**src/sv/sdq_pkg.sv**
```systemverilog
// shared types and constants of the sorted deadline queue
package sdq_pkg;

  localparam int SDQ_CAPACITY = 16;
  localparam int SDQ_DL_W     = 32;
  localparam int SDQ_TAG_W    = 16;
  localparam int SDQ_CNT_W    = 5;
  localparam int SDQ_IN_W     = 48;
  localparam int SDQ_OUT_W    = 56;

  localparam logic SDQ_OP_INSERT = 1'b0;
  localparam logic SDQ_OP_REMOVE = 1'b1;

  typedef enum logic [2:0] {
    ST_IDLE,
    ST_START,
    ST_INS_CMP,
    ST_INS_PUT,
    ST_REM_CMP,
    ST_REM_SH,
    ST_HEAD,
    ST_DONE
  } sdq_state_t;

  typedef enum logic [2:0] {
    IDX_HOLD,
    IDX_TOP,
    IDX_ZERO,
    IDX_DEC,
    IDX_INC
  } sdq_idx_sel_t;

  typedef enum logic [2:0] {
    WR_NONE,
    WR_NEW_UP,
    WR_OLD_UP,
    WR_NEW_HERE,
    WR_OLD_DOWN
  } sdq_wr_sel_t;

  typedef struct packed {
    logic         load;
    sdq_idx_sel_t idx_sel;
    sdq_wr_sel_t  wr_sel;
    logic         set_ok;
    logic         cnt_inc;
    logic         cnt_dec;
    logic         out_load;
  } sdq_cmd_t;

  typedef struct packed {
    logic op;
    logic full;
    logic empty;
    logic gt;
    logic hit;
    logic idx_zero;
    logic idx_last;
    logic out_free;
  } sdq_status_t;

endpackage

```
**src/sv/sdq_ctrl.sv**
```systemverilog
// sequencer for the insert walk, the remove search and shift, and the result
module sdq_ctrl (
  input  logic                clk,
  input  logic                rst,
  input  logic                s_tvalid,
  output logic                s_tready,
  input  sdq_pkg::sdq_status_t status,
  output sdq_pkg::sdq_cmd_t    cmd
);
  import sdq_pkg::*;

  sdq_state_t state, state_next;

  always_ff @(posedge clk) begin
    if (rst) begin
      state <= ST_IDLE;
    end else begin
      state <= state_next;
    end
  end

  always_comb begin
    state_next   = state;
    s_tready     = 1'b0;
    cmd          = '0;
    cmd.idx_sel  = IDX_HOLD;
    cmd.wr_sel   = WR_NONE;
    unique case (state)
      ST_IDLE: begin
        s_tready = 1'b1;
        if (s_tvalid) begin
          cmd.load   = 1'b1;
          state_next = ST_START;
        end
      end
      ST_START: begin
        if (status.op == SDQ_OP_INSERT) begin
          if (status.full) begin
            state_next = ST_HEAD;
          end else if (status.empty) begin
            cmd.idx_sel = IDX_ZERO;
            state_next  = ST_INS_PUT;
          end else begin
            cmd.idx_sel = IDX_TOP;
            state_next  = ST_INS_CMP;
          end
        end else begin
          if (status.empty) begin
            state_next = ST_HEAD;
          end else begin
            cmd.idx_sel = IDX_ZERO;
            state_next  = ST_REM_CMP;
          end
        end
      end
      // walk down from the tail, moving later deadlines up by one
      ST_INS_CMP: begin
        if (status.gt) begin
          cmd.wr_sel = WR_OLD_UP;
          if (status.idx_zero) begin
            state_next = ST_INS_PUT;
          end else begin
            cmd.idx_sel = IDX_DEC;
          end
        end else begin
          cmd.wr_sel  = WR_NEW_UP;
          cmd.set_ok  = 1'b1;
          cmd.cnt_inc = 1'b1;
          state_next  = ST_HEAD;
        end
      end
      ST_INS_PUT: begin
        cmd.wr_sel  = WR_NEW_HERE;
        cmd.set_ok  = 1'b1;
        cmd.cnt_inc = 1'b1;
        state_next  = ST_HEAD;
      end
      ST_REM_CMP: begin
        if (status.hit) begin
          cmd.set_ok = 1'b1;
          if (status.idx_last) begin
            cmd.cnt_dec = 1'b1;
            state_next  = ST_HEAD;
          end else begin
            cmd.idx_sel = IDX_INC;
            state_next  = ST_REM_SH;
          end
        end else if (status.idx_last) begin
          state_next = ST_HEAD;
        end else begin
          cmd.idx_sel = IDX_INC;
        end
      end
      // close the gap, one entry a step
      ST_REM_SH: begin
        cmd.wr_sel = WR_OLD_DOWN;
        if (status.idx_last) begin
          cmd.cnt_dec = 1'b1;
          state_next  = ST_HEAD;
        end else begin
          cmd.idx_sel = IDX_INC;
        end
      end
      ST_HEAD: begin
        cmd.idx_sel = IDX_ZERO;
        state_next  = ST_DONE;
      end
      ST_DONE: begin
        if (status.out_free) begin
          cmd.out_load = 1'b1;
          state_next   = ST_IDLE;
        end
      end
      default: begin
        state_next = ST_IDLE;
      end
    endcase
  end

endmodule

```
**src/sv/sdq_datapath.sv**
```systemverilog
// entry memory, walk index, entry count and result register
module sdq_datapath #(
  parameter int CAPACITY = sdq_pkg::SDQ_CAPACITY
) (
  input  logic                          clk,
  input  logic                          rst,
  input  logic [sdq_pkg::SDQ_IN_W-1:0]  s_tdata,
  input  logic                          s_tuser,
  output logic                          m_tvalid,
  input  logic                          m_tready,
  output logic [sdq_pkg::SDQ_OUT_W-1:0] m_tdata,
  input  sdq_pkg::sdq_cmd_t             cmd,
  output sdq_pkg::sdq_status_t          status
);
  import sdq_pkg::*;

  localparam int AW = (CAPACITY > 1) ? $clog2(CAPACITY) : 1;
  localparam int CW = $clog2(CAPACITY + 1);

  logic                 op_r;
  logic [SDQ_DL_W-1:0]  dl_r;
  logic [SDQ_TAG_W-1:0] tg_r;
  logic                 ok_r;
  logic [AW-1:0]        idx, idx_next;
  logic [CW-1:0]        count;

  logic [SDQ_DL_W-1:0]  mem_dl [CAPACITY];
  logic [SDQ_TAG_W-1:0] mem_tg [CAPACITY];
  logic [SDQ_DL_W-1:0]  rd_dl;
  logic [SDQ_TAG_W-1:0] rd_tg;

  logic                 wr_en;
  logic [AW-1:0]        wr_addr;
  logic [SDQ_DL_W-1:0]  wr_dl;
  logic [SDQ_TAG_W-1:0] wr_tg;

  logic                 out_ok;
  logic [SDQ_CNT_W-1:0] out_count;
  logic                 out_hv;
  logic [SDQ_DL_W-1:0]  out_dl;
  logic [SDQ_TAG_W-1:0] out_tg;

  always_ff @(posedge clk) begin
    if (cmd.load) begin
      op_r <= s_tuser;
      dl_r <= s_tdata[SDQ_DL_W-1:0];
      tg_r <= s_tdata[SDQ_DL_W +: SDQ_TAG_W];
    end
    if (cmd.load) begin
      ok_r <= 1'b0;
    end else if (cmd.set_ok) begin
      ok_r <= 1'b1;
    end
    idx <= idx_next;
  end

  always_comb begin
    unique case (cmd.idx_sel)
      IDX_HOLD: idx_next = idx;
      IDX_TOP:  idx_next = AW'(count - 1'b1);
      IDX_ZERO: idx_next = '0;
      IDX_DEC:  idx_next = idx - 1'b1;
      IDX_INC:  idx_next = idx + 1'b1;
      default:  idx_next = idx;
    endcase
  end

  always_comb begin
    wr_en   = 1'b1;
    wr_addr = idx;
    wr_dl   = dl_r;
    wr_tg   = tg_r;
    unique case (cmd.wr_sel)
      WR_NONE: begin
        wr_en = 1'b0;
      end
      WR_NEW_UP: begin
        wr_addr = idx + 1'b1;
      end
      WR_OLD_UP: begin
        wr_addr = idx + 1'b1;
        wr_dl   = rd_dl;
        wr_tg   = rd_tg;
      end
      WR_NEW_HERE: begin
        wr_addr = idx;
      end
      WR_OLD_DOWN: begin
        wr_addr = idx - 1'b1;
        wr_dl   = rd_dl;
        wr_tg   = rd_tg;
      end
      default: begin
        wr_en = 1'b0;
      end
    endcase
  end

  // read port follows the next index, so data lines up with the index register
  always_ff @(posedge clk) begin
    if (wr_en) begin
      mem_dl[wr_addr] <= wr_dl;
      mem_tg[wr_addr] <= wr_tg;
    end
    rd_dl <= mem_dl[idx_next];
    rd_tg <= mem_tg[idx_next];
  end

  always_ff @(posedge clk) begin
    if (rst) begin
      count <= '0;
    end else if (cmd.cnt_inc) begin
      count <= count + 1'b1;
    end else if (cmd.cnt_dec) begin
      count <= count - 1'b1;
    end
  end

  always_ff @(posedge clk) begin
    if (rst) begin
      m_tvalid <= 1'b0;
    end else if (cmd.out_load) begin
      m_tvalid <= 1'b1;
    end else if (m_tready) begin
      m_tvalid <= 1'b0;
    end
  end

  always_ff @(posedge clk) begin
    if (cmd.out_load) begin
      out_ok    <= ok_r;
      out_count <= SDQ_CNT_W'(count);
      out_hv    <= (count != '0);
      out_dl    <= (count != '0) ? rd_dl : '0;
      out_tg    <= (count != '0) ? rd_tg : '0;
    end
  end

  assign m_tdata = {1'b0, out_tg, out_dl, out_hv, out_count, out_ok};

  assign status.op       = op_r;
  assign status.full     = (count == CW'(CAPACITY));
  assign status.empty    = (count == '0);
  assign status.gt       = (rd_dl > dl_r);
  assign status.hit      = (rd_tg == tg_r);
  assign status.idx_zero = (idx == '0);
  assign status.idx_last = ((CW'(idx) + CW'(1)) == count);
  assign status.out_free = !m_tvalid || m_tready;

  a_count_bound: assert property (@(posedge clk) disable iff (rst)
    count <= CW'(CAPACITY))
    else $error("entry count above capacity");

  a_count_step: assert property (@(posedge clk) disable iff (rst)
    $past(!rst) |-> (count == $past(count) || count == $past(count) + 1'b1 ||
                     count == $past(count) - 1'b1))
    else $error("entry count moved by more than one");

  a_write_in_range: assert property (@(posedge clk) disable iff (rst)
    wr_en |-> (CW'(wr_addr) <= count))
    else $error("entry write beyond the held entries");

  a_inc_not_full: assert property (@(posedge clk) disable iff (rst)
    cmd.cnt_inc |-> !status.full)
    else $error("insert into full table");

  // a match on the last entry sets the flag in the same cycle as the decrement
  a_dec_not_empty: assert property (@(posedge clk) disable iff (rst)
    cmd.cnt_dec |-> (!status.empty && (ok_r || cmd.set_ok)))
    else $error("remove counted without a match");

endmodule

```
**src/sv/sorted_deadline_queue.sv**
```systemverilog
// sorted deadline queue: timer entries held in ascending deadline order
//
// input channel s_*: one transfer per operation; s_tuser is the op
// (0 insert, 1 remove by tag), s_tdata carries deadline and tag.
// output channel m_*: exactly one result transfer per operation with the
// success flag, the entry count after the operation and the front entry.
// operations are handled one at a time by a walk over the entry memory,
// which has one write and one registered read port:
//   insert: a walk down from the tail over the entries behind the new one
//   remove: a search from the front, then the later entries shifted down
//   insert into a full table or remove from an empty one: no walk
// the next transfer can be taken in the cycle after the result is loaded.
// a new operation may be accepted while the previous result still waits;
// it then holds before its result until the output register is free.
// when the receiver stalls the result stays stable in m_tdata.
// reset empties the table at once (the count is cleared, no clearing pass);
// entry memory contents are never used beyond the count.
module sorted_deadline_queue #(
  parameter int CAPACITY = sdq_pkg::SDQ_CAPACITY
) (
  input  logic                          clk,
  input  logic                          rst,
  input  logic                          s_tvalid,
  output logic                          s_tready,
  // deadline [31:0], tag [47:32]
  input  logic [sdq_pkg::SDQ_IN_W-1:0]  s_tdata,
  // op [0]
  input  logic                          s_tuser,
  output logic                          m_tvalid,
  input  logic                          m_tready,
  // ok [0], count [5:1], head_valid [6], head_deadline [38:7], head_tag [54:39]
  output logic [sdq_pkg::SDQ_OUT_W-1:0] m_tdata
);
  import sdq_pkg::*;

  sdq_cmd_t    cmd;
  sdq_status_t status;

  sdq_ctrl u_ctrl (
    .clk      (clk),
    .rst      (rst),
    .s_tvalid (s_tvalid),
    .s_tready (s_tready),
    .status   (status),
    .cmd      (cmd)
  );

  sdq_datapath #(
    .CAPACITY (CAPACITY)
  ) u_datapath (
    .clk      (clk),
    .rst      (rst),
    .s_tdata  (s_tdata),
    .s_tuser  (s_tuser),
    .m_tvalid (m_tvalid),
    .m_tready (m_tready),
    .m_tdata  (m_tdata),
    .cmd      (cmd),
    .status   (status)
  );

endmodule

```
**config.mk**
```make
export PLATFORM = sky130hd
export DESIGN_NAME = sorted_deadline_queue
export DESIGN_NICKNAME = d
export VERILOG_FILES = /design/src/sv/sdq_pkg.sv /design/src/sv/sdq_ctrl.sv /design/src/sv/sdq_datapath.sv /design/src/sv/sorted_deadline_queue.sv
export SDC_FILE = /design/constraint.sdc
export NUM_CORES = 1
export LEC_CHECK = 0
export BUFFER_PORTS_ARGS = -buffer_cell sky130_fd_sc_hd__buf_2
export CAP_MARGIN = 20
export CORE_UTILIZATION = 40
export DETAILED_ROUTE_END_ITERATION = 10
export GPL_ROUTABILITY_DRIVEN = 0
export PLACE_DENSITY = 0.66
export SLEW_MARGIN = 20
export SYNTH_ARGS = -nofsm -noshare
export SYNTH_HDL_FRONTEND = slang
export SYNTH_SLANG_ARGS = --single-unit
```
**constraint.sdc**
```tcl
create_clock -name clk -period 4 [get_ports clk]
set_clock_uncertainty 0.2 [all_clocks]
set_input_delay 0.4 -clock clk [delete_from_list [all_inputs] [get_ports clk]]
set_output_delay 0.4 -clock clk [all_outputs]
set_load 0.005 [all_outputs]
```
# ---- Yosys cells after proc, flatten, opt, wreduce, memory -nomap -nowiden
# Memory sizes are Yosys's and may differ from the RTL's. A register that Yosys moved wholly into a read port is not among the register bits.
# Index checks and enable logic that the tools add are counted.
dict set report totals {
  ff_bits 118
  mem_bits_rw 768
  inputBits 53
  out_inout_bits 58
  mem_count 2
}
# memory depth word_bits rd rd_ports_with_merged_regs wr line_no
set mem_list {}
lappend mem_list {u_datapath.mem_dl 16 32 1 1 1 sdq_datapath.sv:27} ;# logic [SDQ_DL_W-1:0] mem_dl [CAPACITY];
lappend mem_list {u_datapath.mem_tg 16 16 1 1 1 sdq_datapath.sv:28} ;# logic [SDQ_TAG_W-1:0] mem_tg [CAPACITY];
dict set report classes {
  addsub 5
  order_cmp 1
  n_eq_ne 21
  n_mux 45
  n_reduce_logical 13
}
# cell count
set ops {}
lappend ops {{3-bit two-way mux} 11}
lappend ops {{32-bit greater-than comparator} 1}
lappend ops {{32-bit two-way mux} 1}
lappend ops {{3-bit one-hot mux with 8 select lines} 1}
lappend ops {{3-bit by 2-bit == test with 1-bit output, second input constant} 6}
lappend ops {{3-bit == test, second input constant} 6}
lappend ops {{16-bit == test} 1}
lappend ops {{16-bit two-way mux} 1}
lappend ops {{2-bit two-way mux} 8}
lappend ops {{4-bit one-hot mux with 4 select lines} 1}
lappend ops {{1-bit two-way mux} 14}
lappend ops {{3-bit one-hot mux with 4 select lines} 1}
lappend ops {{5-bit two-way mux} 2}
lappend ops {{3-bit by 1-bit == test with 1-bit output, second input constant} 3}
lappend ops {{3-bit one-hot mux with 3 select lines} 1}
lappend ops {{4-bit one-hot mux with 2 select lines} 1}
lappend ops {{2-bit OR reduction} 3}
lappend ops {{4-bit by 1-bit adder with 5-bit output, second input constant} 1}
lappend ops {{5-bit by 1-bit adder with 5-bit output, second input constant} 1}
lappend ops {{5-bit == test} 1}
lappend ops {{5-bit == test, second input constant} 1}
lappend ops {{5-bit zero test} 1}
lappend ops {{5-bit nonzero test} 1}
lappend ops {{5-bit by 1-bit subtractor with 5-bit output, second input constant} 1}
lappend ops {{other kinds (13)} 16}

# ---- Logic depth before layout (Yosys ltp)
dict set report depth {
  word_depth 8
  depth_mapped 15
}

# ---- Modules after synthesis
# A second synthesis with hierarchy kept.
dict set report hier_totals {
  cells_unflattened 2618
  hier_area_um2 37255.7
}
# module n_inst cells_each area_per_inst_um2 seq_area_each_um2
set by_module_without_submodules {}
lappend by_module_without_submodules {sdq_datapath 1 2567 36889.1 27366.2}
lappend by_module_without_submodules {sdq_ctrl 1 51 366.6 60.1}

# ---- Worst setup path before layout
# No wires, ideal clock.
dict set report synth_timing {
  path_kind {reg-to-reg}
  start {register u_datapath.idx[1]}
  end {memory u_datapath.mem_dl[11][0] (enable)}
  setup_ns 0.454
  arrival_time_ns 3.714
  path_slack_ns -0.368
  path_stages_with_launch 9
  path_buffers 2
  synth_period_minus_slack_ns 4.368
  path_cell_list {dfxtp_1 -> clkbuf_1 -> inv_1 -> ha_1 -> clkbuf_1 -> o32a_1 -> o22ai_1 -> a31oi_1 -> nor2_1}
}
dict set report synth_between {
  elab_chain_cells 2
}
# element line_no
set synth_rtl {}
lappend synth_rtl {{start: declaration} sdq_datapath.sv:24} ;# logic [AW-1:0] idx, idx_next;
lappend synth_rtl {{start signal: assignment} sdq_datapath.sv:54} ;# idx <= idx_next;
lappend synth_rtl {{4-bit by 1-bit subtractor with 4-bit output or 4-bit by 1-bit adder with 4-bit output (tied branches)} {sdq_datapath.sv:89, sdq_datapath.sv:78, sdq_datapath.sv:81}}
lappend synth_rtl {{4-bit one-hot mux with 2 select lines *} sdq_datapath.sv:73} ;# unique case (cmd.wr_sel)
lappend synth_rtl {{end: declaration} sdq_datapath.sv:27}
# Mark *: on every way between the ends. The rest lies on a longest branch, timed or not.

# ---- Worst setup path in the final report
dict set report layout_timing {
  start {register u_datapath.dl_r[31]}
  end {register u_datapath.rd_tg[1] (read register of u_datapath.mem_tg)}
}
dict set report layout_between {
  elab_chain_cells 5
}
# element line_no
set layout_rtl {}
lappend layout_rtl {{start: declaration} sdq_datapath.sv:21} ;# logic [SDQ_DL_W-1:0] dl_r;
lappend layout_rtl {{start signal: assignment} sdq_datapath.sv:46} ;# dl_r <= s_tdata[SDQ_DL_W-1:0];
lappend layout_rtl {{32-bit greater-than comparator *} sdq_datapath.sv:144} ;# assign status.gt = (rd_dl > dl_r);
lappend layout_rtl {{2-bit two-way mux *} sdq_ctrl.sv:58} ;# if (status.gt) begin
lappend layout_rtl {{3-bit one-hot mux with 4 select lines *} sdq_ctrl.sv:28} ;# unique case (state)
lappend layout_rtl {{3-bit == test (tied with other cells)} sdq_datapath.sv:58} ;# unique case (cmd.idx_sel)
lappend layout_rtl {{4-bit one-hot mux with 4 select lines *} sdq_datapath.sv:58}
lappend layout_rtl {{end: declaration} sdq_datapath.sv:30} ;# logic [SDQ_TAG_W-1:0] rd_tg;
# Marked as above.
# A chain may end at the register's enable or synchronous reset.

==> results.txt <==
outcome -> finished with violations
failing checks -> negative setup slack
Layout Nets -> 2,283
area of the multi-input gates -> 8590 sq um
die width -> 302 um
diodes inserted -> 0
worst r2r dst -> u_datapath.rd_tg[1]
Comb pwr share -> 0.448
I/O Pins -> 111
DR vias/cell -> 5.54
Hold Path Class -> in2reg
core area -> 88,800 sq um
Ys Warns -> 0
Synth top area share -> 0.726
total chip power -> 40.7 mW
Worst-path clk slew -> 0.06 ns
WHS Endpoint -> u_ctrl.state[0]
final setup fails -> 48
Post-synth top cells -> edfxtp_1 (872), mux4_2 (192), nand2_1 (106)
first-pass GRT wire length -> 128 mm
DRC -> 0
top-count cell post-synth -> edfxtp_1
Register Area -> 27,400 sq um
vias in the first global route -> 19,300
Mapped Cells -> 1,822
pre-CTS setup slack -> -0.504 ns
area of the die -> 91,300 sq um
GRT Residual Overflow -> 0
initial drt markers -> 1,652
Crit Reg-Reg Startpoint -> u_datapath.dl_r[31]
Net Sw Power -> 13.6 mW
fin crit share -> 1.06
syn_nets -> 1,911
vias -> 19,000
Crit. End Element -> register
worst-margin pin slew -> 1.06 ns
Post-synth EDFFs -> 872
number of synthesized register bits -> 934
Post-synth ARST share -> 0
fillcell total -> 6,979
Mapped Avg Cell Area -> 19.8 sq um
Hold Path Depth -> 4
Total Routing Usage GR -> 0.193
synth unique cells -> 61
htree depth -> 3
Max VDD drop -> 0.738 mV
hold_sp -> s_tvalid
Antenna Nets Post-Route -> 0
Routed WL -> 88.0 mm
CTS Buf Count -> 92
Final Util -> 0.497
Initial Utilization -> 0.406
flop-to-flop setup slack -> -0.24 ns
Clock Sinks -> 934
f_max -> 236 MHz
area leader, netlist -> edfxtp_1
share of cells above drive strength 1 -> 0.347
IO buf count -> 109
Clock Power Share -> 0.212
RSZ-0062 raised after global routing -> true
FP Rows -> 109
DIE HEIGHT -> 302 um
Worst slew margin -> 0.287
largest net degree at the start of global routing -> 49
Slew Limit Fails -> 0
Register-to-Register Path Depth -> 17
CP required -> 4.34 ns
Final Hold Vio Count -> 0
max-cap violation count -> 0
Synth Flop Type -> edfxtp_1
initial antenna violation count -> 3
power density over the cells -> 923 nW/um^2
Internal -> 27.1 mW
worst endpoint data arrival time -> 4.58 ns
fin crit period -> 4.24 ns
synthesized area -> 36,000 sq um
CTS tree -> yes
sequential cell fraction of total power -> 0.341
setup ws final -> -0.242 ns
CTS Buffer Depth -> 3
peak fanout along the critical path -> 7
post-DR wirelength/cell -> 25.6 um
Pre-antenna DRT Iters -> 5
Layout area overhead -> 22.4%
Clk Latency, worst-skew pair -> 0.65 ns
CTS root buffer -> clkbuf_16
crit path kind -> reg2reg
sequential area share after synthesis -> 0.761
dpl hpwl -> 47.8 mm
Worst setup SP type -> register
Sw Share -> 0.335
ranking of synthesized cells by area -> edfxtp_1 (73%), mux4_2 (12%), dfxtp_1 (3.4%)
Pleak -> 14.7 nW
-- power by group through the flow --
stage	logic, mW	clock network (mW)	registers [mW]
CTS	17.8	8.76	13.9
detailed placement	16.1	0	14.1
global route	19.4	9.11	14.0
floorplan	10.2	0	13.9
global placement	15.8	0	14.0
finish	18.2	8.62	13.9
-- registers in the layout, indices dropped and copies added, names as in the netlist, 3 cells and up --
signal and flops:
u_datapath.tg_r 16, u_datapath.rd_dl 32, u_datapath.mem_dl 512, u_datapath.count 5
u_datapath.out_dl 32, u_datapath.out_count 5, u_datapath.mem_tg 256, u_datapath.out_tg 16
u_datapath.idx 4, u_datapath.dl_r 32, u_datapath.rd_tg 16, u_ctrl.state 3
-- through the flow --
stage	cells	hold slack (ns)	cell area, sq um	TNS [ns]
after detailed placement	3189	0.233	39600	-18.18
after CTS	3430	0.0589	43900	-9.16
final	3433	0.0825	44100	-8.66
after floorplan	1822	0.206	36100	-230.03
after global routing	3433	0.0780	44100	-16.20
after global placement	3189	0.220	39600	-15.46
-- layer usage --
layer | track usage | part of all wire
met4 | 0.0640 | 0.025
met2 | 0.328 | 0.50
met1 | 0.256 | 0.40
met3 | 0.0286 | 0.070
met5 | 0 | 0.00015
-- layout by cell type, fill, tap and decap left out, types with 28 or more instances in the layout --
cell type	Yosys	final
edfxtp_1	872	872
nand2_1	106	105
dfxtp_1	62	62
and2_1	50	48
clkbuf_16	0	97
a22oi_2	0	73
ha_1	36	31
dlygate4sd3_1	0	51
buf_2	8	109
o21ai_0	44	43
mux4_2	192	192
a21oi_1	29	28
inv_1	47	41
buf_12	0	41
buf_4	10	142
-- critical path, stage by stage (launching register included) --
cell and delay (ns):
edfxtp_1 0.45, inv_2 0.12, ha_4 0.20, nand4_1 0.10
buf_4 0.15, nor3_1 0.05, a221oi_1 0.25, o211ai_1 0.13
buf_4 0.18, a31o_4 0.26, or4_4 0.55, o211ai_4 0.22
buf_12 0.19, buf_16 0.14, buf_4 0.13, mux4_2 0.51
a22oi_2 0.20, nand2_1 0.06
-- how the worst max path moves through the flow --
stage / start / endpoint / slack [ns]
floorplan: u_datapath.idx[1] / u_datapath.mem_dl[11][0] / -0.37
global placement: u_datapath.dl_r[19] / u_datapath.rd_dl[31] / -0.44
detailed placement: u_datapath.dl_r[26] / u_datapath.rd_dl[31] / -0.50
CTS: u_datapath.dl_r[18] / u_datapath.rd_tg[12] / -0.24
global route: u_datapath.dl_r[31] / u_datapath.rd_dl[0] / -0.41
finish: u_datapath.dl_r[31] / u_datapath.rd_tg[1] / -0.24
-- timing repair --
item / CTS / global route
pin swaps: 21 / 46
endpoints found under the setup margin: 48 / 304
hold buffers: 51 / 0
cloned: 7 / 4
buffers inserted: 15 / 2
endpoints found under the hold margin: 58 / 0
resized for setup: 77 / 48
-- cell families (layout without fill, tap and decap cells) --
logic type                 count (synthesis)  in the layout  synth area share
muxes                                    213            213             0.126
AOI/OAI and AO/OA                        219            219            0.0413
DFF                                      934            934             0.761
xor gates and xnor gates                  29             29           0.00743
and+or+nand+nor                          249            249            0.0328
other                                      1              1          0.000104
adders and majority gates                 36             36            0.0125
buffers and inverters                    141            587            0.0187
-- area by class of cell --
class,count,share of cell area
well taps,1165,0.0330
multi-input cells,747,0.195
repair buffers,371,0.0784
inverters,48,0.00408
clock buffers,109,0.0545
clock inverters,59,0.0139
flip-flops and latches,934,0.621
(Power assumes the default switching activity.)
